[config.mk]
export PLATFORM = sky130hd
export DESIGN_NAME = expiring_slot_pool_allocator
export DESIGN_NICKNAME = d
export VERILOG_FILES = /design/src/espa_pkg.sv /design/src/expiring_slot_pool_allocator.sv
export SDC_FILE = /design/constraint.sdc
export NUM_CORES = 2
export LEC_CHECK = 0
export BUFFER_PORTS_ARGS = -buffer_cell sky130_fd_sc_hd__buf_4
export CAP_MARGIN = 0
export CORE_UTILIZATION = 61
export DETAILED_ROUTE_END_ITERATION = 16
export PLACE_DENSITY = 0.78
export SYNTH_ARGS = -nofsm -noshare
export SYNTH_HDL_FRONTEND = slang
export SYNTH_SLANG_ARGS = --single-unit
[constraint.sdc]
create_clock -name clk -period 9.8 [get_ports clk]
set_clock_uncertainty 0.15 [all_clocks]
set_input_delay 0.49 -clock clk [delete_from_list [all_inputs] [get_ports clk]]
set_output_delay 0.49 -clock clk [all_outputs]
set_load 0.1 [all_outputs]
[src/espa_pkg.sv]
`default_nettype none

package espa_pkg;

	localparam int SLOT_COUNT = 64;
	localparam int IDX_W      = $clog2(SLOT_COUNT);
	localparam int CNT_W      = $clog2(SLOT_COUNT + 1);
	localparam int AGE_W      = 18;
	localparam int DT_W       = 13;
	localparam int SCALE_W    = 10;
	localparam int POS_W      = 32;
	localparam int SEED_W     = 32;
	localparam int DROP_W     = 32;
	localparam int SPAWN_W    = 4;
	localparam int CFG_IDX_W  = 3;
	localparam int CFG_DATA_W = 18;

	localparam logic [15:0]        MAX_TICK  = 16'd4369;
	localparam logic [AGE_W-1:0]   MIN_LIFE  = 18'd66;
	localparam logic [SCALE_W-1:0] SCALE_MIN = 10'd154;
	localparam logic [SCALE_W-1:0] SCALE_MAX = 10'd640;
	localparam logic [AGE_W-1:0]   AGE_MAX   = {AGE_W{1'b1}};
	localparam logic [SPAWN_W-1:0] SPAWN_CAP = 4'd8;

	// configuration register indexes
	localparam logic [CFG_IDX_W-1:0] REG_ENABLE     = 3'd0;
	localparam logic [CFG_IDX_W-1:0] REG_SLOT_LIMIT = 3'd1;
	localparam logic [CFG_IDX_W-1:0] REG_SPAWN_LIM  = 3'd2;
	localparam logic [CFG_IDX_W-1:0] REG_LIFETIME   = 3'd3;

	typedef enum logic [1:0] {
		MODE_FRAME = 2'd0,
		MODE_TICK  = 2'd1,
		MODE_SPAWN = 2'd2
	} mode_t;

	typedef enum logic [2:0] {
		OUT_NONE     = 3'd0,
		OUT_GRANTED  = 3'd1,
		OUT_RATE_LIM = 3'd2,
		OUT_FULL     = 3'd3,
		OUT_DISABLED = 3'd4
	} outcome_t;

	// timing entry of one slot, read and written back by the sweep
	typedef struct packed {
		logic [AGE_W-1:0] age;
		logic [AGE_W-1:0] life;
	} timing_entry_t;

	// geometry entry of one slot, written on a grant
	typedef struct packed {
		logic [SCALE_W-1:0] scale;
		logic [SEED_W-1:0]  seed;
		logic [POS_W-1:0]   pos_x;
		logic [POS_W-1:0]   pos_y;
		logic [POS_W-1:0]   pos_z;
	} payload_entry_t;

endpackage

`default_nettype wire

[src/expiring_slot_pool_allocator.sv]
`default_nettype none

// A tick or an enabled spawn sweeps the timing memory once per slot, then passes a
// drain state and a decision state that loads the result word once the output register
// is free; a frame start, a disabled spawn or an unused mode goes straight to decision.
// A new item is taken only in the idle state, so the block is through with one item
// before it takes the next; the sweep is paced by the single read port of the timing memory.
// Reset: clears configuration to defaults, valid bits, counters and control; memories
// are not cleared and no clearing pass runs.
module expiring_slot_pool_allocator
	import espa_pkg::*;
(
	input  wire logic                    clk,
	input  wire logic                    arst_n,

	input  wire logic                    cfg_write,
	input  wire logic [CFG_IDX_W-1:0]    cfg_index,
	input  wire logic [CFG_DATA_W-1:0]   cfg_data,

	input  wire logic                    in_valid,
	output logic                         in_ready,
	input  wire logic [1:0]              mode,
	input  wire logic [15:0]             delta_time,
	input  wire logic signed [POS_W-1:0] pos_x,
	input  wire logic signed [POS_W-1:0] pos_y,
	input  wire logic signed [POS_W-1:0] pos_z,
	input  wire logic [SCALE_W-1:0]      size_scale,

	output logic                         out_valid,
	input  wire logic                    out_ready,
	output logic [2:0]                   outcome,
	output logic [IDX_W-1:0]             slot_index,
	output logic [SEED_W-1:0]            effect_seed,
	output logic [CNT_W-1:0]             active_count,
	output logic [DROP_W-1:0]            dropped_total,
	output logic [SPAWN_W-1:0]           spawned_in_frame
);

	typedef enum logic [3:0] {
		ST_IDLE   = 4'b0001,
		ST_SWEEP  = 4'b0010,
		ST_DRAIN  = 4'b0100,
		ST_FINISH = 4'b1000
	} state_t;

	state_t state_q;

	// configuration
	logic                  enable_q;
	logic [6:0]            slot_limit_q;
	logic [SPAWN_W-1:0]    spawn_limit_q;
	logic [AGE_W-1:0]      lifetime_q;

	// item held while it is worked on
	logic [1:0]            mode_q;
	logic [DT_W-1:0]       dt_q;
	logic [SCALE_W-1:0]    scale_q;
	logic [POS_W-1:0]      pos_x_q;
	logic [POS_W-1:0]      pos_y_q;
	logic [POS_W-1:0]      pos_z_q;

	// slot state outside the memories
	logic [SLOT_COUNT-1:0] slot_active_q;
	logic [CNT_W-1:0]      active_cnt_q;
	logic [SPAWN_W-1:0]    frame_spawns_q;
	logic [DROP_W-1:0]     drop_q;
	logic [SEED_W-1:0]     seed_q;

	// sweep control
	logic [IDX_W-1:0]      sweep_idx_q;
	logic                  valid_s1;
	logic [IDX_W-1:0]      idx_s1;
	logic                  found_v_q;
	logic [IDX_W-1:0]      found_q;

	// memories
	timing_entry_t         timing_mem [SLOT_COUNT];
	payload_entry_t        payload_mem [SLOT_COUNT];
	timing_entry_t         rd_s1;

	// output word register
	logic                  out_valid_q;
	logic [2:0]            outcome_q;
	logic [IDX_W-1:0]      slot_index_q;
	logic [SEED_W-1:0]     effect_seed_q;
	logic [CNT_W-1:0]      active_count_q;
	logic [DROP_W-1:0]     dropped_total_q;
	logic [SPAWN_W-1:0]    spawned_q;

	// effective limits
	logic [CNT_W-1:0]      lim;
	logic [SPAWN_W-1:0]    cap;
	logic [AGE_W-1:0]      life_eff;
	logic [SCALE_W-1:0]    scale_clamped;
	logic [15:0]           dt_clamped;

	always_comb begin
		if (slot_limit_q == 7'd0) begin
			lim = CNT_W'(1);
		end else if (slot_limit_q > 7'(SLOT_COUNT)) begin
			lim = CNT_W'(SLOT_COUNT);
		end else begin
			lim = slot_limit_q[CNT_W-1:0];
		end
		cap      = (spawn_limit_q > SPAWN_CAP) ? SPAWN_CAP : spawn_limit_q;
		life_eff = (lifetime_q < MIN_LIFE) ? MIN_LIFE : lifetime_q;
		if (size_scale < SCALE_MIN) begin
			scale_clamped = SCALE_MIN;
		end else if (size_scale > SCALE_MAX) begin
			scale_clamped = SCALE_MAX;
		end else begin
			scale_clamped = size_scale;
		end
		dt_clamped = (delta_time > MAX_TICK) ? MAX_TICK : delta_time;
	end

	// Stage s1: the timing entry of idx_s1 has arrived from the memory. Active slots at or
	// above the limit are evicted; active slots below it age on a tick, and the slots below
	// it are searched for the first free one on a spawn.
	logic                  act_s1;
	logic                  in_range_s1;
	logic                  evict_s1;
	logic                  ageing_s1;
	logic [AGE_W:0]        age_sum_s1;
	logic [AGE_W-1:0]      age_new_s1;
	logic                  expire_s1;
	logic                  clear_s1;
	logic                  free_hit_s1;

	always_comb begin
		act_s1      = slot_active_q[idx_s1];
		in_range_s1 = {1'b0, idx_s1} < lim;
		evict_s1    = valid_s1 && act_s1 && !in_range_s1;
		ageing_s1   = valid_s1 && act_s1 && in_range_s1 && (mode_q == MODE_TICK);
		age_sum_s1  = {1'b0, rd_s1.age} + (AGE_W+1)'(dt_q);
		age_new_s1  = age_sum_s1[AGE_W] ? AGE_MAX : age_sum_s1[AGE_W-1:0];
		expire_s1   = ageing_s1 && (age_new_s1 >= rd_s1.life);
		clear_s1    = evict_s1 || expire_s1;
		free_hit_s1 = valid_s1 && (mode_q == MODE_SPAWN) && in_range_s1 && !act_s1
			&& !found_v_q;
	end

	// Decision: load the output word once the register is free.
	logic                  out_free;
	logic                  fin;
	logic                  grant;
	logic                  refuse;
	outcome_t              outcome_n;

	assign out_free = !out_valid_q || out_ready;
	assign fin      = (state_q == ST_FINISH) && out_free;

	always_comb begin
		grant     = 1'b0;
		refuse    = 1'b0;
		outcome_n = OUT_NONE;
		case (mode_q)
			MODE_SPAWN: begin
				if (!enable_q) begin
					outcome_n = OUT_DISABLED;
				end else if (frame_spawns_q >= cap) begin
					outcome_n = OUT_RATE_LIM;
					refuse    = 1'b1;
				end else if (!found_v_q) begin
					outcome_n = OUT_FULL;
					refuse    = 1'b1;
				end else begin
					outcome_n = OUT_GRANTED;
					grant     = 1'b1;
				end
			end
			default: outcome_n = OUT_NONE;
		endcase
	end

	logic                  drop_inc;
	logic [DROP_W-1:0]     drop_n;
	logic [CNT_W-1:0]      active_cnt_n;
	logic [SPAWN_W-1:0]    frame_spawns_n;

	always_comb begin
		drop_inc = evict_s1 || (fin && refuse);
		drop_n   = (drop_inc && drop_q != {DROP_W{1'b1}}) ? drop_q + DROP_W'(1) : drop_q;
		if (clear_s1) begin
			active_cnt_n = active_cnt_q - CNT_W'(1);
		end else if (fin && grant) begin
			active_cnt_n = active_cnt_q + CNT_W'(1);
		end else begin
			active_cnt_n = active_cnt_q;
		end
		if (fin && mode_q == MODE_FRAME) begin
			frame_spawns_n = '0;
		end else if (fin && grant) begin
			frame_spawns_n = frame_spawns_q + SPAWN_W'(1);
		end else begin
			frame_spawns_n = frame_spawns_q;
		end
	end

	assign in_ready = (state_q == ST_IDLE);

	// configuration port
	always_ff @(posedge clk or negedge arst_n) begin
		if (!arst_n) begin
			enable_q      <= 1'b1;
			slot_limit_q  <= 7'd16;
			spawn_limit_q <= 4'd4;
			lifetime_q    <= 18'd32768;
		end else if (cfg_write) begin
			case (cfg_index)
				REG_ENABLE:     enable_q      <= cfg_data[0];
				REG_SLOT_LIMIT: slot_limit_q  <= cfg_data[6:0];
				REG_SPAWN_LIM:  spawn_limit_q <= cfg_data[SPAWN_W-1:0];
				REG_LIFETIME:   lifetime_q    <= cfg_data[AGE_W-1:0];
				default: ;
			endcase
		end
	end

	// sequencer
	always_ff @(posedge clk or negedge arst_n) begin
		if (!arst_n) begin
			state_q     <= ST_IDLE;
			sweep_idx_q <= '0;
			valid_s1    <= 1'b0;
			found_v_q   <= 1'b0;
		end else begin
			valid_s1 <= (state_q == ST_SWEEP);
			if (free_hit_s1) begin
				found_v_q <= 1'b1;
			end
			case (state_q)
				ST_IDLE: begin
					if (in_valid) begin
						sweep_idx_q <= '0;
						found_v_q   <= 1'b0;
						if (mode == MODE_TICK || (mode == MODE_SPAWN && enable_q)) begin
							state_q <= ST_SWEEP;
						end else begin
							state_q <= ST_FINISH;
						end
					end
				end
				ST_SWEEP: begin
					sweep_idx_q <= sweep_idx_q + IDX_W'(1);
					if (sweep_idx_q == IDX_W'(SLOT_COUNT - 1)) begin
						state_q <= ST_DRAIN;
					end
				end
				ST_DRAIN: state_q <= ST_FINISH;
				ST_FINISH: begin
					if (out_free) begin
						state_q <= ST_IDLE;
					end
				end
				default: state_q <= ST_IDLE;
			endcase
		end
	end

	// hold the item; clamp delta and scale on the way in
	always_ff @(posedge clk) begin
		if (in_valid && in_ready) begin
			mode_q  <= mode;
			dt_q    <= dt_clamped[DT_W-1:0];
			scale_q <= scale_clamped;
			pos_x_q <= pos_x;
			pos_y_q <= pos_y;
			pos_z_q <= pos_z;
		end
		idx_s1 <= sweep_idx_q;
		if (free_hit_s1) begin
			found_q <= idx_s1;
		end
	end

	// slot valid bits and counters
	always_ff @(posedge clk or negedge arst_n) begin
		if (!arst_n) begin
			slot_active_q  <= '0;
			active_cnt_q   <= '0;
			frame_spawns_q <= '0;
			drop_q         <= '0;
			seed_q         <= '0;
		end else begin
			if (clear_s1) begin
				slot_active_q[idx_s1] <= 1'b0;
			end
			if (fin && grant) begin
				slot_active_q[found_q] <= 1'b1;
				seed_q                 <= seed_q + SEED_W'(1);
			end
			active_cnt_q   <= active_cnt_n;
			frame_spawns_q <= frame_spawns_n;
			drop_q         <= drop_n;
		end
	end

	// Timing memory: one read and one write a cycle. The sweep reads slot i+1
	// while it writes back slot i, and a grant writes only after the sweep has
	// drained, so no access to one entry ever overlaps.
	always_ff @(posedge clk) begin
		rd_s1 <= timing_mem[sweep_idx_q];
		if (ageing_s1) begin
			timing_mem[idx_s1] <= '{age: age_new_s1, life: rd_s1.life};
		end else if (fin && grant) begin
			timing_mem[found_q] <= '{age: '0, life: life_eff};
		end
	end

	// geometry memory: written on a grant
	always_ff @(posedge clk) begin
		if (fin && grant) begin
			payload_mem[found_q] <= '{scale: scale_q, seed: seed_q, pos_x: pos_x_q,
				pos_y: pos_y_q, pos_z: pos_z_q};
		end
	end

	// output word register
	always_ff @(posedge clk or negedge arst_n) begin
		if (!arst_n) begin
			out_valid_q <= 1'b0;
		end else if (fin) begin
			out_valid_q <= 1'b1;
		end else if (out_ready) begin
			out_valid_q <= 1'b0;
		end
	end

	always_ff @(posedge clk) begin
		if (fin) begin
			outcome_q       <= outcome_n;
			slot_index_q    <= grant ? found_q : '0;
			effect_seed_q   <= grant ? seed_q : '0;
			active_count_q  <= active_cnt_n;
			dropped_total_q <= drop_n;
			spawned_q       <= frame_spawns_n;
		end
	end

	assign out_valid        = out_valid_q;
	assign outcome          = outcome_q;
	assign slot_index       = slot_index_q;
	assign effect_seed      = effect_seed_q;
	assign active_count     = active_count_q;
	assign dropped_total    = dropped_total_q;
	assign spawned_in_frame = spawned_q;

`ifndef NO_ASSERTIONS
	// the running count tracks the valid bits
	a_count_matches: assert property (@(posedge clk) disable iff (!arst_n)
		active_cnt_q == CNT_W'($countones(slot_active_q)))
		else $error("active count out of step with valid bits");

	// the sweep stage never runs while the block is idle
	a_s1_busy: assert property (@(posedge clk) disable iff (!arst_n)
		valid_s1 |-> (state_q == ST_SWEEP || state_q == ST_DRAIN))
		else $error("sweep stage active outside a sweep");

	// the drop counter never goes back
	a_drop_monotonic: assert property (@(posedge clk) disable iff (!arst_n)
		drop_q >= $past(drop_q))
		else $error("drop counter decreased");

	// a granted slot is free when taken
	a_grant_free: assert property (@(posedge clk) disable iff (!arst_n)
		(fin && grant) |-> !slot_active_q[found_q])
		else $error("grant of an active slot");
`endif

endmodule

`default_nettype wire
* After elaboration in Yosys (flattened, before gate mapping)
Memories as Yosys holds them, arrays and structs flattened. A register that Yosys moved wholly into a read port is not among the register bits.
Cells that the tools add are included.
** Cells by class
- Shift-type cells :: 0
- Div/mod/pow operators :: 0
- Reductions and logical operators :: 40
- Bitwise operators :: 5
- $mul :: 0
- Multiplexer cells :: 49
- Add/sub/neg operators :: 7
- Magnitude comparators :: 11
- Equality and inequality tests :: 16
** Operators by type and width (count)
- 64-bit two-way mux :: 2
- 32-bit by 1-bit adder with 32-bit output (second input constant) :: 2
- 64-bit bitwise AND :: 1
- 64-bit NOT :: 1
- 64-bit OR :: 1
- 18-bit two-way mux :: 2
- 36-bit two-way mux :: 1
- 36-bit OR reduction :: 1
- 32-bit two-way mux :: 1
- 32-bit != test (second input constant) :: 1
- 4-bit two-way mux :: 7
- 7-bit two-way mux :: 4
- 1-bit two-way mux :: 22
- 18-bit by 13-bit adder with 19-bit output :: 1
- 18-bit greater-or-equal comparator :: 1
- 1-bit logical AND :: 18
- 18-bit by 7-bit less-than comparator with 1-bit output (second input constant) :: 1
- 16-bit by 13-bit > comparator with 1-bit output (second input constant) :: 1
- 4-bit one-hot mux with 4 select lines :: 1
- 6-bit by 7-bit less-than comparator with 1-bit output (second input constant) :: 2
- 1-bit demux with 6-bit select :: 2
- 6-bit by 1-bit greater-or-equal comparator with 1-bit output (second input constant) :: 2
- 6-bit two-way mux :: 2
- 6-bit one-hot mux with 2 select lines :: 1
- 32 further kinds :: 50
** Word-level totals
- Register bits after elaboration :: 293
- Memories :: 1
- Latch bits :: 0
- Memory bits (read-only) :: 0
- Memory bits (writable) :: 2304
** Memory list
- timing_mem :: words 64, width 36, read ports 1, clocked after memory_dff 1, wr ports 1, RTL line expiring_slot_pool_allocator.sv:77 : timing_entry_t timing_mem [SLOT_COUNT];

* Logic depth before layout (Yosys ltp)
- Word-level depth :: 12
- Mapped depth :: 23
- Gate-level depth less buffers :: 20

* Worst setup path before layout
No wires, ideal clock.
- Path kind :: register to register
- From :: register out_valid_q (netlist: out_valid)
- To :: memory timing_mem[0][2] in the netlist's numbering (data pin)
- Cell stages (with the launch flop) :: 9
- Setup slack :: 3.145 ns
- Data arrival time :: 5.803 ns
- Buffers on the path :: 3
- Required time :: 8.948 ns
- Cell sequence :: dfrtp_1 -> nand2b_1 -> nand3_1 -> inv_1 -> and3_1 -> clkbuf_1 -> clkbuf_1 -> clkbuf_1 -> o21ai_0
** Between the ends
- Word-level cells in the longest chain between the ends :: 9
** Ends and longest elaborated chain
- start: declaration :: RTL line expiring_slot_pool_allocator.sv:82 : logic out_valid_q;
- start signal: assignment :: RTL line expiring_slot_pool_allocator.sv:322 : out_valid_q <= 1'b0;
- start signal: assignment :: RTL line expiring_slot_pool_allocator.sv:324 : out_valid_q <= 1'b1;
- start signal: assignment :: RTL line expiring_slot_pool_allocator.sv:326 : out_valid_q <= 1'b0;
- 1-bit logical NOT :: RTL line expiring_slot_pool_allocator.sv:150 : assign out_free = !out_valid_q || out_ready;
- 1-bit logical OR :: RTL line expiring_slot_pool_allocator.sv:150
- 1-bit logical AND :: RTL line expiring_slot_pool_allocator.sv:151 : assign fin = (state_q == ST_FINISH) && out_free;
- via fin :: RTL line expiring_slot_pool_allocator.sv:145 : logic fin;
- 1-bit logical AND
- 1-bit two-way mux :: RTL line expiring_slot_pool_allocator.sv:306 : end else if (fin && grant) begin
- 1-bit two-way mux :: RTL line expiring_slot_pool_allocator.sv:304 : if (ageing_s1) begin
- 1-bit two-way mux (implied by the code) :: RTL line expiring_slot_pool_allocator.sv:307 : timing_mem[found_q] <= '{age: '0, life: life_eff};
- 36-bit OR reduction (no source line)
- 36-bit two-way mux (no source line)
- end: declaration :: RTL line expiring_slot_pool_allocator.sv:77
The timed path passes the listed nets, and every way through them passes these cells.

* Worst setup path after layout
- From :: register dt_q[0]
- To :: register active_count_q[5] (netlist: active_count[5]) (data pin)
** Between the ends
- Word-level cells in the longest chain between the ends :: 6
** Ends and longest elaborated chain
- start: declaration :: RTL line expiring_slot_pool_allocator.sv:56 : logic [DT_W-1:0] dt_q;
- start signal: assignment :: RTL line expiring_slot_pool_allocator.sv:265 : dt_q <= dt_clamped[DT_W-1:0];
- 18-bit by 13-bit adder with 19-bit output :: RTL line expiring_slot_pool_allocator.sv:135 : age_sum_s1 = {1'b0, rd_s1.age} + (AGE_W+1)'(dt_q);
- 18-bit two-way mux :: RTL line expiring_slot_pool_allocator.sv:136 : age_new_s1 = age_sum_s1[AGE_W] ? AGE_MAX : age_sum_s1[AGE_W-1:0];
- 18-bit greater-or-equal comparator :: RTL line expiring_slot_pool_allocator.sv:137 : expire_s1 = ageing_s1 && (age_new_s1 >= rd_s1.life);
- 1-bit logical AND :: RTL line expiring_slot_pool_allocator.sv:137
- 1-bit logical OR :: RTL line expiring_slot_pool_allocator.sv:138 : clear_s1 = evict_s1 || expire_s1;
- 7-bit two-way mux :: RTL line expiring_slot_pool_allocator.sv:184 : if (clear_s1) begin
- via active_cnt_n[5] :: RTL line expiring_slot_pool_allocator.sv:178 : logic [CNT_W-1:0] active_cnt_n;
- end signal: assignment :: RTL line expiring_slot_pool_allocator.sv:335 : active_count_q <= active_cnt_n;
- end: declaration :: RTL line expiring_slot_pool_allocator.sv:86 : logic [CNT_W-1:0] active_count_q;
The timed path passes the listed nets, and every way through them passes these cells.
A chain may end at the register's enable or synchronous reset.

==> flow_summary.toml <==
[status]
status = "finished, final reports clean"

[route]
via_per_inst = 7.26
vias = 54100
drt_iter0_markers = 9002
drtAntennaViolNets = 0
wirelength_mm = 278
drc_errors = 0
first_pass_iters = 6
wl_per_cell_um = 37.3

[global_route]
antenna_found_initial = 4
use_met1_pct = 42.7
grtUsageMet3_pct = 7.91
grtUsageTotal_pct = 33.2
grt_pass1_wl_mm = 393
busiest_layer = "met2"
grt_max_degree = 160
grt_overflow_total = 0
met2_usage_pct = 53.2
grt_pass1_vias = 54200

[clock_network]
clk_latency_ps = 900
ctsHtreeMaxLevel = 4
cts_resized = 0
cts-buffers-inserted = 238
postCtsSetupBuffers = 0
root_buffer = "clkbuf_16"
cts.sinks = 2633
cts_max_path_buffers = 3
clk_pin_slew_ps = 70
cts_tree = "built"

[synthesis]
synthTopCellsByArea = "edfxtp_1, mux4_2, dfrtp_1"
synth_top_area_share_pct = 70.6
ys_types = 77
ys_ff_latch = 2633
syn_avg_cell_area_um2 = 21.6
ys_warn_count = 0
syn_area_um2 = 103000
syn-num-nets = 4938
synth_edf_count = 2409
ys.flop_type = "edfxtp_1"
syn-instance-count = 4741
ys_seq_area_share_pct = 75.8
synthArstFlopShare_pct = 6.91
yosysTopAreaCell = "edfxtp_1"

[floorplan]
die_h_um = 412
design.die.area_um2 = 170000
start_util_pct = 61.4
coreArea_um2 = 167000
fp.dieW_um = 412
rows = 150
io_pins = 236

[sta]
slew_viol_final = 0
fmax_ghz = 0.126
relSlewSlack_pct = 12.9
rsz0062_at_grt = "no"
post-route-period-util_pct = 81.0
setup_viol = 0
min_period_ps = 7940
final_hold_viol_count = 0
fin_tns_setup_ps = 0
worst_pin_slew_ps = 1310

[placed_design]
port_buffers = 129
placed_area_um2 = 107000
dpl.hpwl_mm = 130
gp_congestion = 0.884

[run]
maxCapViolCount = 0

[hold_path]
min_path_type = "input pin to flip-flop"

[worst_setup_path]
cp_max_fo = 73
start_kind = "flip-flop"
required_ps = 10280
end_kind = "flip-flop"
crit_arrival_ps = 8420
worstSetupPathType = "flip-flop to flip-flop"

[final_layout]
final_nets = 5236
n_fill_cell = 9244
drive_above_1_share_pct = 29.1
fin_util_pct = 69.1
design_area_um2 = 115000
final_common_cell = "edfxtp_1"
final_cell_mix = "edfxtp_1, mux4_2, buf_4"
syn_to_final_growth_pct = 12.6

[power_and_ir_drop]
irDropWorstVdd_v = 0.000376
p_per_area_nw_per_um2 = 256
p_leak_uw = 0.0357
power_uw = 29600
-- cell type report --
type                            instances  area, um^2  area share (%)
Timing Repair Buffer                  307        2540            2.20
Tap cell                             2204        2760            2.39
Sequential cell                      2633       77800            67.4
Multi-Input combinational cell       1816       24400            21.2
Clock buffer                          290        6340            5.49
Antenna cell                            6        15.0          0.0130
Inverter                               43         163           0.141
Clock inverter                        154        1390            1.21
-- registers in the layout (all words and copies together), names as in the netlist, 3 cells and up --
| register | flops |
|---|---|
| slot_index | 6 |
| timing_mem | 2304 |
| slot_limit_q | 7 |
| idx_s1 | 6 |
| rd_s1 | 36 |
| dropped_total | 32 |
| lifetime_q | 18 |
| state_q | 4 |
| spawned_in_frame | 4 |
| active_count | 7 |
| active_cnt_q | 7 |
| found_q | 6 |
| outcome | 3 |
| spawn_limit_q | 4 |
| frame_spawns_q | 4 |
| effect_seed | 32 |
| drop_q | 32 |
| sweep_idx_q | 6 |
| seed_q | 32 |
| dt_q | 13 |
| slot_active_q | 64 |
-- kinds of logic (layout without fill, tap and decap cells) --
| family | after synthesis | after routing | synth area share [%] |
|---|---|---|---|
| multiplexers | 823 | 823 | 17.1 |
| AND/OR/NAND/NOR | 569 | 569 | 2.80 |
| other | 0 | 6 | 0 |
| buffers and inverters | 292 | 794 | 1.14 |
| adder cells (fa/ha/maj) | 47 | 47 | 0.581 |
| flip-flops | 2633 | 2633 | 75.8 |
| AO/OA/AOI/OAI | 298 | 298 | 1.85 |
| XOR/XNOR | 79 | 79 | 0.675 |
-- cells in the mapped netlist (all sizes together) (6+ instances only) --
library cell / instances
nand2b: 20
o21ai: 129
nor4: 20
mux4: 739
and4: 8
xor2: 51
edfxtp: 2409
nand3b: 14
buf: 98
a211o: 8
nor3: 34
a221oi: 7
o21a: 8
nand4: 20
or3: 6
clkbuf: 151
and3: 51
a21o: 6
dfxtp: 42
dfrtp: 177
a31oi: 7
nor2: 122
and2: 22
nor3b: 6
nand3: 57
inv: 42
nor2b: 13
mux2i: 31
o31ai: 70
nand2: 154
a21oi: 29
or3b: 6
mux2: 53
xnor2: 28
ha: 46
-- worst max-delay path, cell delays in order (launching register included) --
cell and delay [ps]:
edfxtp_1 430, ha_1 280, inv_1 100, fa_1 230, nor2b_1 70, o21a_1 170
o21ai_0 430, a21oi_1 160, o21ai_0 570, nand2b_1 1020, and3_1 340, nor2_1 80
ha_1 330, and4_1 220, a2111oi_0 560, o311a_1 260, o21ai_0 250, a41oi_1 640
or2_2 210, buf_4 650, mux2i_1 370, xnor2_1 130
-- path summary, 6_finish.rpt --
check / cells past startpoint / endpoint / startpoint / slack (ps)
min in group asynchronous: 2 / seed_q[18]$_DFFE_PN0P_ / arst_n / 130
setup reg to reg: 21 / active_count[5]$_DFFE_PP_ / dt_q[0]$_SDFFCE_PN1P_ / 1860
hold / removal: 3 / dt_q[11]$_SDFFCE_PN0P_ / delta_time[13] / 70
max in group asynchronous: 3 / sweep_idx_q[1]$_DFFE_PN0P_ / arst_n / 7580
setup / recovery: 21 / active_count[5]$_DFFE_PP_ / dt_q[0]$_SDFFCE_PN1P_ / 1860
hold reg to reg: 1 / seed_q[22]$_DFFE_PN0P_ / seed_q[22]$_DFFE_PN0P_ / 330
-- metrics by stage --
stage / std cells / setup WS (ps) / hold slack [ps]
3_3_place_gp: 6955 / 2770 / 307
6_report: 7453 / 1860 / 68.2
5_1_grt: 7448 / 1710 / 78.1
4_1_cts: 7447 / 2100 / 16.2
2_1_floorplan: 4741 / 3150 / 44.4
3_5_place_dp: 6955 / 2630 / 312
-- routing by layer --
metal / vias to the layer above / share of wire (%)
met5: - / 0.035
met3: 958 / 11
li1: 20400 / -
met4: 4 / 6.1
met2: 4601 / 49
met1: 28100 / 34
-- repair_timing --
item                                   CTS  global route
setup endpoints to repair                0             0
hold buffers                            48             0
endpoints found under the hold margin  147             0
-- power breakdown --
part	switching [uW]	total (uW)	internal (uW)	leakage, uW
registers	156	14600	14400	0.0239
logic	3980	5620	1640	0.00801
clock network	4200	9370	5170	0.00379
total	8330	29600	21200	0.0357
Power figures use the tool's default switching activity.
